**src/rtl/u8d_pkg.sv**
```systemverilog
// Shared types and constants of the UTF-8 stream decoder.
`default_nettype none

package u8d_pkg;

  localparam int unsigned CpW = 21;

  localparam logic [CpW-1:0] CpReplacement = 21'h00FFFD;
  localparam logic [CpW-1:0] CpMaxScalar   = 21'h10FFFF;
  localparam logic [CpW-1:0] CpMin2        = 21'h000080;
  localparam logic [CpW-1:0] CpMin3        = 21'h000800;
  localparam logic [CpW-1:0] CpMin4        = 21'h010000;

  // Length of the open sequence; zero means none is open.
  localparam logic [2:0] SeqNone = 3'd0;
  localparam logic [2:0] SeqTwo  = 3'd2;
  localparam logic [2:0] SeqThree = 3'd3;
  localparam logic [2:0] SeqFour = 3'd4;

  localparam logic [2:0] UsedOne = 3'd1;

  // Work handed from the front end to the back end for one input byte:
  // n_pre single-byte replacements, then optionally one final result.
  typedef struct packed {
    logic [1:0]     n_pre;
    logic           has_final;
    logic [CpW-1:0] code_point;
    logic           replaced;
    logic [2:0]     bytes_used;
  } job_t;

endpackage

`default_nettype wire

```
**src/rtl/u8d_front.sv**
```systemverilog
// Front end: accepts bytes, tracks the open sequence and builds one job per byte.
`default_nettype none

module u8d_front
  import u8d_pkg::*;
(
  input  wire logic       clk_i,
  input  wire logic       rst_ni,
  input  wire logic       in_valid_i,
  output logic            in_ready_o,
  input  wire logic [7:0] byte_value_i,
  input  wire logic       string_end_i,
  input  wire logic       q_full_i,
  output logic            push_o,
  output job_t            job_o
);

  logic [CpW-1:0] acc_q, acc_d;
  logic [2:0]     len_q, len_d;
  logic [1:0]     held_q, held_d;

  logic           accept;
  logic           is_cont;
  logic [2:0]     held_inc;
  logic [CpW-1:0] acc_ext;
  logic [CpW-1:0] min_val;
  logic           lead_go;

  assign in_ready_o = !q_full_i;
  assign accept     = in_valid_i && in_ready_o;
  assign is_cont    = (byte_value_i[7:6] == 2'b10);
  assign held_inc   = {1'b0, held_q} + 3'd1;
  assign acc_ext    = {acc_q[CpW-7:0], byte_value_i[5:0]};

  always_comb begin
    unique case (len_q)
      SeqTwo:   min_val = CpMin2;
      SeqThree: min_val = CpMin3;
      default:  min_val = CpMin4;
    endcase
  end

  always_comb begin
    acc_d   = acc_q;
    len_d   = len_q;
    held_d  = held_q;
    job_o   = '0;
    lead_go = 1'b0;

    if (len_q != SeqNone) begin
      if (is_cont) begin
        if (held_inc == len_q) begin
          job_o.has_final  = 1'b1;
          job_o.bytes_used = len_q;
          if ((acc_ext < min_val) || (acc_ext > CpMaxScalar)) begin
            job_o.code_point = CpReplacement;
            job_o.replaced   = 1'b1;
          end else begin
            job_o.code_point = acc_ext;
          end
          acc_d  = '0;
          len_d  = SeqNone;
          held_d = '0;
        end else if (string_end_i) begin
          job_o.n_pre = held_inc[1:0];
          acc_d  = '0;
          len_d  = SeqNone;
          held_d = '0;
        end else begin
          acc_d  = acc_ext;
          held_d = held_inc[1:0];
        end
      end else begin
        // Broken sequence: flush what is held, then decode this byte afresh.
        job_o.n_pre = held_q;
        acc_d   = '0;
        len_d   = SeqNone;
        held_d  = '0;
        lead_go = 1'b1;
      end
    end else begin
      lead_go = 1'b1;
    end

    if (lead_go) begin
      priority if (!byte_value_i[7]) begin
        job_o.has_final  = 1'b1;
        job_o.code_point = {13'd0, byte_value_i};
        job_o.bytes_used = UsedOne;
      end else if ((byte_value_i[7:5] == 3'b110) || (byte_value_i[7:4] == 4'b1110) ||
                   (byte_value_i[7:3] == 5'b11110)) begin
        if (string_end_i) begin
          job_o.has_final  = 1'b1;
          job_o.code_point = CpReplacement;
          job_o.replaced   = 1'b1;
          job_o.bytes_used = UsedOne;
        end else begin
          held_d = 2'd1;
          priority if (byte_value_i[7:5] == 3'b110) begin
            len_d = SeqTwo;
            acc_d = {16'd0, byte_value_i[4:0]};
          end else if (byte_value_i[7:4] == 4'b1110) begin
            len_d = SeqThree;
            acc_d = {17'd0, byte_value_i[3:0]};
          end else begin
            len_d = SeqFour;
            acc_d = {18'd0, byte_value_i[2:0]};
          end
        end
      end else begin
        job_o.has_final  = 1'b1;
        job_o.code_point = CpReplacement;
        job_o.replaced   = 1'b1;
        job_o.bytes_used = UsedOne;
      end
    end
  end

  assign push_o = accept && ((job_o.n_pre != 2'd0) || job_o.has_final);

  always_ff @(posedge clk_i or negedge rst_ni) begin
    if (!rst_ni) begin
      acc_q  <= '0;
      len_q  <= SeqNone;
      held_q <= '0;
    end else if (accept) begin
      acc_q  <= acc_d;
      len_q  <= len_d;
      held_q <= held_d;
    end
  end

endmodule

`default_nettype wire

```
**src/rtl/u8d_queue.sv**
```systemverilog
// Two-entry job queue between the front end and the back end.
`default_nettype none

module u8d_queue
  import u8d_pkg::*;
(
  input  wire logic clk_i,
  input  wire logic rst_ni,
  input  wire logic push_i,
  input  wire job_t job_i,
  output logic      full_o,
  output logic      valid_o,
  output job_t      head_o,
  input  wire logic pop_i
);

  job_t       slot_q [2];
  logic       wr_ptr_q;
  logic       rd_ptr_q;
  logic [1:0] count_q;

  assign full_o  = (count_q == 2'd2);
  assign valid_o = (count_q != 2'd0);
  assign head_o  = slot_q[rd_ptr_q];

  always_ff @(posedge clk_i) begin
    if (push_i) begin
      slot_q[wr_ptr_q] <= job_i;
    end
  end

  always_ff @(posedge clk_i or negedge rst_ni) begin
    if (!rst_ni) begin
      wr_ptr_q <= 1'b0;
      rd_ptr_q <= 1'b0;
      count_q  <= 2'd0;
    end else begin
      if (push_i) begin
        wr_ptr_q <= !wr_ptr_q;
      end
      if (pop_i) begin
        rd_ptr_q <= !rd_ptr_q;
      end
      unique case ({push_i, pop_i})
        2'b10:   count_q <= count_q + 2'd1;
        2'b01:   count_q <= count_q - 2'd1;
        default: count_q <= count_q;
      endcase
    end
  end

endmodule

`default_nettype wire

```
**src/rtl/u8d_back.sv**
```systemverilog
// Back end: expands each job into result transactions through an output register.
`default_nettype none

module u8d_back
  import u8d_pkg::*;
(
  input  wire logic   clk_i,
  input  wire logic   rst_ni,
  input  wire logic   head_valid_i,
  input  wire job_t   head_i,
  output logic        pop_o,
  output logic        out_valid_o,
  input  wire logic   out_ready_i,
  output logic [20:0] code_point_o,
  output logic        replaced_o,
  output logic [2:0]  bytes_used_o,
  output logic        run_last_o
);

  logic           out_valid_q;
  logic [CpW-1:0] cp_q;
  logic           rep_q;
  logic [2:0]     used_q;
  logic           last_q;
  logic [1:0]     idx_q, idx_d;

  logic           load;
  logic           in_pre;
  logic [CpW-1:0] cp_n;
  logic           rep_n;
  logic [2:0]     used_n;
  logic           last_n;

  assign load   = head_valid_i && (!out_valid_q || out_ready_i);
  assign in_pre = (idx_q < head_i.n_pre);

  always_comb begin
    if (in_pre) begin
      cp_n   = CpReplacement;
      rep_n  = 1'b1;
      used_n = UsedOne;
      last_n = ((idx_q + 2'd1) == head_i.n_pre) && !head_i.has_final;
    end else begin
      cp_n   = head_i.code_point;
      rep_n  = head_i.replaced;
      used_n = head_i.bytes_used;
      last_n = 1'b1;
    end
    idx_d = last_n ? 2'd0 : idx_q + 2'd1;
  end

  assign pop_o = load && last_n;

  always_ff @(posedge clk_i or negedge rst_ni) begin
    if (!rst_ni) begin
      out_valid_q <= 1'b0;
      idx_q       <= 2'd0;
    end else begin
      if (load) begin
        out_valid_q <= 1'b1;
        idx_q       <= idx_d;
      end else if (out_ready_i) begin
        out_valid_q <= 1'b0;
      end
    end
  end

  always_ff @(posedge clk_i) begin
    if (load) begin
      cp_q   <= cp_n;
      rep_q  <= rep_n;
      used_q <= used_n;
      last_q <= last_n;
    end
  end

  assign out_valid_o  = out_valid_q;
  assign code_point_o = cp_q;
  assign replaced_o   = rep_q;
  assign bytes_used_o = used_q;
  assign run_last_o   = last_q;

endmodule

`default_nettype wire

```
**src/rtl/utf8_stream_decoder.sv**
```systemverilog
// Top level of the UTF-8 stream decoder with replacement character.
//
//   Channel  Direction  Handshake                  Payload
//   input    in         in_valid_i / in_ready_o    byte_value_i, string_end_i
//   output   out        out_valid_o / out_ready_i  code_point_o, replaced_o,
//                                                  bytes_used_o, run_last_o
//
// One byte can be accepted in every cycle while the job queue is not full; a byte
// that yields n results (n is 0 to 4) holds the back end until all are emitted,
// since the output register emits one result transaction per cycle while
// out_ready_i is high. The first result of a byte passes through the job queue
// and then the output register before it is presented. A two-entry job
// queue separates the front end from the back end, so input is refused only once
// both entries are full. Reset closes any open sequence and empties the queue and
// the output register.
`default_nettype none

module utf8_stream_decoder
  import u8d_pkg::*;
(
  input  wire logic        clk_i,
  input  wire logic        rst_ni,
  input  wire logic        in_valid_i,
  output logic             in_ready_o,
  input  wire logic [7:0]  byte_value_i,
  input  wire logic        string_end_i,
  output logic             out_valid_o,
  input  wire logic        out_ready_i,
  output logic [20:0]      code_point_o,
  output logic             replaced_o,
  output logic [2:0]       bytes_used_o,
  output logic             run_last_o
);

  // Front end to queue: one job for every byte that produces any result.
  logic push;
  job_t job;
  logic q_full;

  // Queue to back end.
  logic q_valid;
  job_t q_head;
  logic pop;

  // The front end classifies each byte, updates the partial sequence and decides
  // how many replacement characters precede the final result, if any.
  u8d_front u_front (
    .clk_i        (clk_i),
    .rst_ni       (rst_ni),
    .in_valid_i   (in_valid_i),
    .in_ready_o   (in_ready_o),
    .byte_value_i (byte_value_i),
    .string_end_i (string_end_i),
    .q_full_i     (q_full),
    .push_o       (push),
    .job_o        (job)
  );

  u8d_queue u_queue (
    .clk_i   (clk_i),
    .rst_ni  (rst_ni),
    .push_i  (push),
    .job_i   (job),
    .full_o  (q_full),
    .valid_o (q_valid),
    .head_o  (q_head),
    .pop_i   (pop)
  );

  // The back end walks through each job, one result transaction per cycle unless
  // stalled, and marks the last so the consumer can tell where a byte's run ends.
  u8d_back u_back (
    .clk_i        (clk_i),
    .rst_ni       (rst_ni),
    .head_valid_i (q_valid),
    .head_i       (q_head),
    .pop_o        (pop),
    .out_valid_o  (out_valid_o),
    .out_ready_i  (out_ready_i),
    .code_point_o (code_point_o),
    .replaced_o   (replaced_o),
    .bytes_used_o (bytes_used_o),
    .run_last_o   (run_last_o)
  );

  // A replacement is always U+FFFD.
  assert property (@(posedge clk_i) disable iff (!rst_ni)
    out_valid_o && replaced_o |-> code_point_o == CpReplacement)
    else $error("replacement result carries a value other than U+FFFD");

  // A result that consumed several bytes is a completed sequence and closes its run.
  assert property (@(posedge clk_i) disable iff (!rst_ni)
    out_valid_o && (bytes_used_o != UsedOne) |-> run_last_o)
    else $error("multi-byte result is not the last of its run");

  // A good single-byte result is plain ASCII.
  assert property (@(posedge clk_i) disable iff (!rst_ni)
    out_valid_o && !replaced_o && (bytes_used_o == UsedOne) |-> code_point_o < 21'd128)
    else $error("single-byte result outside the ASCII range");

  // A job leaves the queue only when the back end loads its last result.
  assert property (@(posedge clk_i) disable iff (!rst_ni)
    pop |=> out_valid_o && run_last_o)
    else $error("job retired without a final result in the output register");

endmodule

`default_nettype wire
```
**config.mk**
```make
export PLATFORM = sky130hd
export DESIGN_NAME = utf8_stream_decoder
export DESIGN_NICKNAME = d
export VERILOG_FILES = /design/src/rtl/u8d_pkg.sv /design/src/rtl/u8d_front.sv /design/src/rtl/u8d_queue.sv /design/src/rtl/u8d_back.sv /design/src/rtl/utf8_stream_decoder.sv
export SDC_FILE = /design/constraint.sdc
export NUM_CORES = 1
export LEC_CHECK = 0
export ABC_AREA = 1
export ABC_CLOCK_PERIOD_IN_PS = 8000
export BUFFER_PORTS_ARGS = -buffer_cell sky130_fd_sc_hd__buf_2
export CAP_MARGIN = 20
export CORE_MARGIN = 1
export CORE_UTILIZATION = 54
export CTS_CLUSTER_DIAMETER = 80
export CTS_CLUSTER_SIZE = 28
export DETAILED_ROUTE_END_ITERATION = 8
export GPL_ROUTABILITY_DRIVEN = 1
export MAX_ROUTING_LAYER = met4
export PLACE_DENSITY = 0.73
export SYNTH_ARGS = -nofsm -noshare
export SYNTH_HDL_FRONTEND = slang
export SYNTH_SLANG_ARGS = --single-unit
```
**constraint.sdc**
```tcl
create_clock -name clk_i -period 8 [get_ports clk_i]
set_input_delay 1.2 -clock clk_i [delete_from_list [all_inputs] [get_ports clk_i]]
set_output_delay 1.2 -clock clk_i [all_outputs]
set_load 0.05 [all_outputs]
```
**After elaboration in Yosys (flattened, before gate mapping)**

Memory sizes are Yosys's and may differ from the RTL's.
Cells that the tools add are included.

- Flip-flop bits (word level): 59
- Memory bits (writable): 56
- Input bits: 13
- Output and inout port bits: 28
- Logic and storage cells: 103
- Memories: 1

- Add/subtract/negate cells: 4
- Magnitude comparators: 3
- Eq/ne operators: 11
- Multiplexer cells: 52
- Reduce and logical (&&, ||, !) cells: 20

Memory list:

| memory | depth | bits a word | read ports | clocked after Yosys merged registers in | wr ports | RTL line | text |
|---|---|---|---|---|---|---|---|
| u_queue.slot_q | 2 | 28 | 1 | 0 | 1 | u8d_queue.sv:17 | `job_t slot_q [2];` |

Operators by type and width:

| kind | count |
|---|---|
| $mux 21 | 10 |
| $mux 26 | 5 |
| $pmux 17 s2 | 1 |
| $mux 3 | 11 |
| $mux 28 | 1 |
| $mux 2 | 12 |
| $mux 22 | 1 |
| $gt 21x21->1 const B | 1 |
| $lt 21x17->1 | 1 |
| $mux 1 | 9 |
| $reduce_bool 2->1 | 4 |
| $eq 2x2->1 const B | 3 |
| $eq 3x2->1 const B | 2 |
| $eq 5x5->1 const B | 1 |
| $logic_and 1x1->1 | 5 |
| $logic_not 1->1 | 5 |
| $logic_or 1x1->1 | 5 |
| $add 2x1->2 const B | 2 |
| $eq 4x4->1 const B | 1 |
| $mux 4 | 1 |
| $pmux 2 s2 | 1 |
| $add 2x1->3 const B | 1 |
| $eq 3x3->1 | 1 |
| $eq 3x3->1 const B | 1 |
| other kinds (5) | 5 |

**Depth between registers and ports, before layout**

- Word-level depth: 16
- Gate-level depth with buffers: 16

**Cells and area by module**

Synthesis repeated with hierarchy kept, for this count alone.

- Cells, all modules: 495
- Area total of the unflattened synthesis: 5128.7 um2

Modules (own cells, without submodules):

| module | instances | cells each | area each (um2) |
|---|---|---|---|
| u8d_queue | 1 | 170 | 2311.0 |
| u8d_front | 1 | 227 | 1556.5 |
| u8d_back | 1 | 98 | 1261.2 |

**Least setup slack after synthesis**

No wires, ideal clock.

- Path kind: input to register
- From: input byte_value_i[6]
- To: memory u_queue.slot_q[1][0] in the netlist's numbering (enable)
- Library setup time: 413 ps
- Arrival: 3045 ps
- Required time: 7587 ps
- Slack: 4542 ps
- Stages on the path: 9
- Buffers on the path: 0
- Cell sequence: inv_1 nand2_2 nor3b_1 nand2_1 nand2_1 nand2_1 nand3_1 nand2_1 nor2_1

- Word-level cells in the longest chain between the ends: 11
- Elaborated cells between the ends (all ways): 20
- Those cells by class: eq/ne: 4; mux: 11; reduce/logical: 5

Ends and longest elaborated chain:

| what | RTL line | text |
|---|---|---|
| start: declaration | utf8_stream_decoder.sv:25 | `input wire logic [7:0] byte_value_i,` |
| $eq 2x2->1 | u8d_front.sv:31 | `assign is_cont = (byte_value_i[7:6] == 2'b10);` |
| $mux 26 | u8d_front.sv:51 | `if (is_cont) begin` |
| $mux 28 | u8d_front.sv:50 | `if (len_q != SeqNone) begin` |
| $mux 26 | u8d_front.sv:92 | `if (string_end_i) begin` |
| $mux 26 | u8d_front.sv:90 | `end else if ((byte_value_i[7:5] == 3'b110) \|\| (byte_value_i[7:4] == 4'b1110) \|\|` |
| $mux 22 | u8d_front.sv:86 | `priority if (!byte_value_i[7]) begin` |
| $mux 26 | u8d_front.sv:85 | `if (lead_go) begin` |
| $logic_or 1x1->1 (*) | u8d_front.sv:119 | `assign push_o = accept && ((job_o.n_pre != 2'd0) \|\| job_o.has_final);` |
| $logic_and 1x1->1 (*) | u8d_front.sv:119 |  |
| $mux 1 (*) | u8d_queue.sv:27 | `if (push_i) begin` |
| $mux 1 (not written as such) (*) | u8d_queue.sv:28 | `slot_q[wr_ptr_q] <= job_i;` |
| end: declaration | u8d_queue.sv:17 |  |

Mark *: on every way between the ends. The rest lies on a longest branch, timed or not.

**Worst setup path in the final report**

- From: register u_queue.rd_ptr_q
- To: register u_queue.count_q[1]

- Word-level cells in the longest chain between the ends: 7
- Elaborated cells between the ends (all ways): 11
- Those cells by class: order compare: 1; eq/ne: 3; mux: 2; reduce/logical: 4; memory: 1

Ends and longest elaborated chain:

| what | RTL line | text |
|---|---|---|
| start: declaration | u8d_queue.sv:19 | `logic rd_ptr_q;` |
| start signal: assignment | u8d_queue.sv:42 | `rd_ptr_q <= !rd_ptr_q;` |
| $mem_v2 2x28 (*) | n/a |  |
| $eq 2x2->1 or $logic_not 1->1 (tied branches) | u8d_back.sv:42 | `last_n = ((idx_q + 2'd1) == head_i.n_pre) && !head_i.has_final;` |
| $logic_and 1x1->1 | u8d_back.sv:42 |  |
| $mux 1 (*) | u8d_back.sv:38 | `if (in_pre) begin` |
| named net u_back.last_n | u8d_back.sv:32 | `logic last_n;` |
| $logic_and 1x1->1 (*) | u8d_back.sv:52 | `assign pop_o = load && last_n;` |
| named net pop | utf8_stream_decoder.sv:43 | `logic pop;` |
| $eq 2x1->1 or $eq 2x2->1 (tied branches) | u8d_queue.sv:44 | `unique case ({push_i, pop_i})` |
| $pmux 2 s2 or $reduce_bool 2->1 (tied branches) | n/a |  |
| end signal: assignment | u8d_queue.sv:45 | `2'b10: count_q <= count_q + 2'd1;` |
| end signal: assignment | u8d_queue.sv:46 | `2'b01: count_q <= count_q - 2'd1;` |
| end signal: assignment | u8d_queue.sv:47 | `default: count_q <= count_q;` |
| end: declaration | u8d_queue.sv:20 | `logic [1:0] count_q;` |

The timed path passes the listed nets; every way through them passes the cells marked *.
A chain may end at the register's enable or synchronous reset.

==> out/metrics.csv <==
metric,value,unit
slowest_delay,0.42,ns
worstPathRequired,8.26,ns
wl_per_cell,14.7,um
grt_use_total,21.7,%
setup_slack,5.11,ns
crit_slowest_cell,inv_2,
startpoint_type,flip-flop,
dr_total_vias,3276,
wirelength_met1,4170,um
met2WireLength,4200,um
syn_area,4810,um2
final_cells,611,
ys_seq_area_share,65.2,%
finalHoldViolations,0,
startpoint,u_queue.rd_ptr_q,
crit_family,buffers and inverters,
yosysWarnings,0,
drt-initial-drc-count,206,
core,8680,um2
skew,0.0138,ns
synth_top_area_share,51.2,%
dp_slack,4.70,ns
grt_pass1_vias,2960,
clock-sinks,109,
met3WireLength,468,um
postLayoutCoreUtil,61.2,%
grt_max_degree,31,
cp-end-kind,flip-flop,
antenna_found_initial,0,
ff2ff_path_depth,15,
overflow,0,
area_growth_syn_to_layout,10.5,%
ff2ff_setup_slack,5.11,ns
holdPathStages,2,
clockBufferDepth,2,
reg2reg_to,u_queue.count_q[1],
nFillCells,701,
postCtsHoldBufs,0,
fin_crit,2.89,ns
synthDistinctLibCells,31,
vias_per_cell,5.36,
setup_viol,0,
cp_common_cell,nand2_1,
p_leak,2.26,nW
drc,0,
cts_tree,built,
synth_cells,457,
initial_utilization,55.4,%
die_h,96.4,um
vdd_drop_max,0.000156,V
post_cts_buffers,0,
synth_top_area_cell,edfxtp_1,
grt_pass1_wl,14500,um
path_depth,15,
slew_headroom,31.5,%
syn_avg_cell_area,10.5,um2
highest_layer,met4,
synth_top_cells_by_area,"edfxtp_1, dfrtp_1, nand2_1",
crit_type,flip-flop to flip-flop,
max_freq,346,MHz
ios,41,
synth-seq-cells,109,
h-tree-depth,3,
clock-root-buffer,clkbuf_8,
wl,8990,um
drive_gt1_share,17.3,%
fp.dieW,96.4,um
fp.dieArea,9290,um2
arrival,3.15,ns
status,finished clean,
powerDensity,385,nW/um2
period_share,36.1,%
r2r_start,u_queue.rd_ptr_q,
worst_pin_slew,1.03,ns
drt_pass1_iterations,5,
crit_path_end,u_queue.count_q[1],
ant_nets,0,
hold_path_class,flip-flop to flip-flop,
fin_tns_setup,0,ns
numPlacedInstances,594,
clkTransAtPathRegs,0.10,ns
cts_resized,0,
hpwl,6090,um
max_cap_violations,0,
diodes,0,
fp-row-count,34,
maxSlewViolCount,0,
path_max_fanout,30,
cts_made_buffers,9,
port_buffers,40,
critPathBufInv,3,
gp_congestion,0.913,
nets,517,
crit_chain,"buf_4, inv_2, nand2_1, nand2_1, ha_1, a21oi_1, a21boi_0, nand2_1, nand2_1, nand2_1, inv_1, ha_1, a21oi_1, o21ai_0, xnor2_1",
clk_latency,0.37,ns
rsz0062_at_grt,false,
syn-num-nets,476,
## state kept, by name (all words and copies together), names as in the netlist
name / count
u_queue.slot_q: 56
u_back.code_point_o: 21
u_front.acc_q: 15
u_back.bytes_used_o: 3
u_front.len_q: 3
u_back.idx_q: 2
u_front.held_q: 2
u_queue.count_q: 2
u_back.out_valid_o: 1
u_back.replaced_o: 1
u_back.run_last_o: 1
u_queue.rd_ptr_q: 1
u_queue.wr_ptr_q: 1
## layout by cell type, fill, tap and decap left out, types with 2 or more instances in the layout
| cell | instances |
|---|---|
| nor2_2 | 3 |
| edfxtp_1 | 82 |
| buf_4 | 2 |
| nor2_1 | 10 |
| nand2_1 | 151 |
| inv_1 | 38 |
| nand2_2 | 5 |
| clkinv_4 | 2 |
| a21oi_1 | 25 |
| inv_6 | 2 |
| inv_2 | 5 |
| nor3_1 | 4 |
| xnor2_1 | 5 |
| dfrtp_1 | 27 |
| buf_2 | 40 |
| nor2_4 | 2 |
| ha_1 | 6 |
| clkbuf_8 | 9 |
| o22ai_1 | 3 |
| nand3_2 | 11 |
| nand3_1 | 42 |
| o21ai_0 | 15 |
## cell type report
class | count | area [um2] | share of cell area, %
Multi-Input combinational cell | 291 | 1430 | 26.8
Sequential cell | 109 | 3140 | 59.1
Tap cell | 108 | 135 | 2.54
Timing Repair Buffer | 43 | 243 | 4.57
Clock inverter | 7 | 81.3 | 1.53
Clock buffer | 9 | 124 | 2.33
Inverter | 44 | 165 | 3.11
## kinds of logic after synthesis
family	count (synthesis)	synth area share, %
buf+inv	57	5.15
fa+ha+maj	6	1.56
flops	109	65.2
simple gates	232	21.8
xor+xnor	6	1.09
compound gates	47	5.12
## how the worst min path moves through the flow
stage	endpoint	slack, ns	start
floorplan	u_queue.wr_ptr_q	0.44	u_queue.wr_ptr_q
global placement	u_queue.wr_ptr_q	0.46	u_queue.wr_ptr_q
detailed placement	u_queue.wr_ptr_q	0.47	u_queue.wr_ptr_q
CTS	u_queue.wr_ptr_q	0.49	u_queue.wr_ptr_q
global route	u_queue.wr_ptr_q	0.53	u_queue.wr_ptr_q
finish	u_queue.wr_ptr_q	0.49	u_queue.wr_ptr_q
## routing by layer
layer	vias to the layer above	track usage [%]
li1	1610	-
met1	1551	30.3
met2	101	32.3
met3	14	3.91
met4	0	7.60
met5	-	-
## tightest hold or removal path, cell delays in order, from the launching register on
cell and delay [ns]:
dfrtp_1 0.36, nand2_1 0.05, nand2_1 0.05
## cells in the mapped netlist
library cell and n:
nand2_1 151, edfxtp_1 82, nand3_1 42, inv_1 38, dfrtp_1 27, a21oi_1 25, o21ai_0 15, nand3_2 11
nor2_1 11, clkbuf_1 6, ha_1 6, inv_2 5, nand2_2 5, xnor2_1 5, nor3_1 4, buf_4 3
buf_6 3, o22ai_1 3, nor2_2 2, nor2_4 2, a21boi_0 1, a21boi_1 1, and3b_2 1, buf_1 1
clkinv_1 1, nand2_4 1, nand4_1 1, nor3b_1 1, o21a_1 1, o21ai_1 1, xor2_1 1
## through the flow
stage / instance area (um2) / power, mW / hold WS, ns
global route: 5310 / 2.18 / 0.526
detailed placement: 5080 / 1.71 / 0.467
finish: 5310 / 2.04 / 0.487
floorplan: 4810 / 1.53 / 0.442
global placement: 5080 / 1.68 / 0.461
CTS: 5290 / 2.05 / 0.492
## report_power, final
group	total, mW	internal (mW)	switching (mW)	leakage, nW
registers	0.889	0.832	0.0569	1.12
logic	0.811	0.195	0.616	1.04
clock network	0.344	0.150	0.194	0.106
total	2.04	1.18	0.867	2.26
No activity file was read; power rests on OpenSTA's default activity.
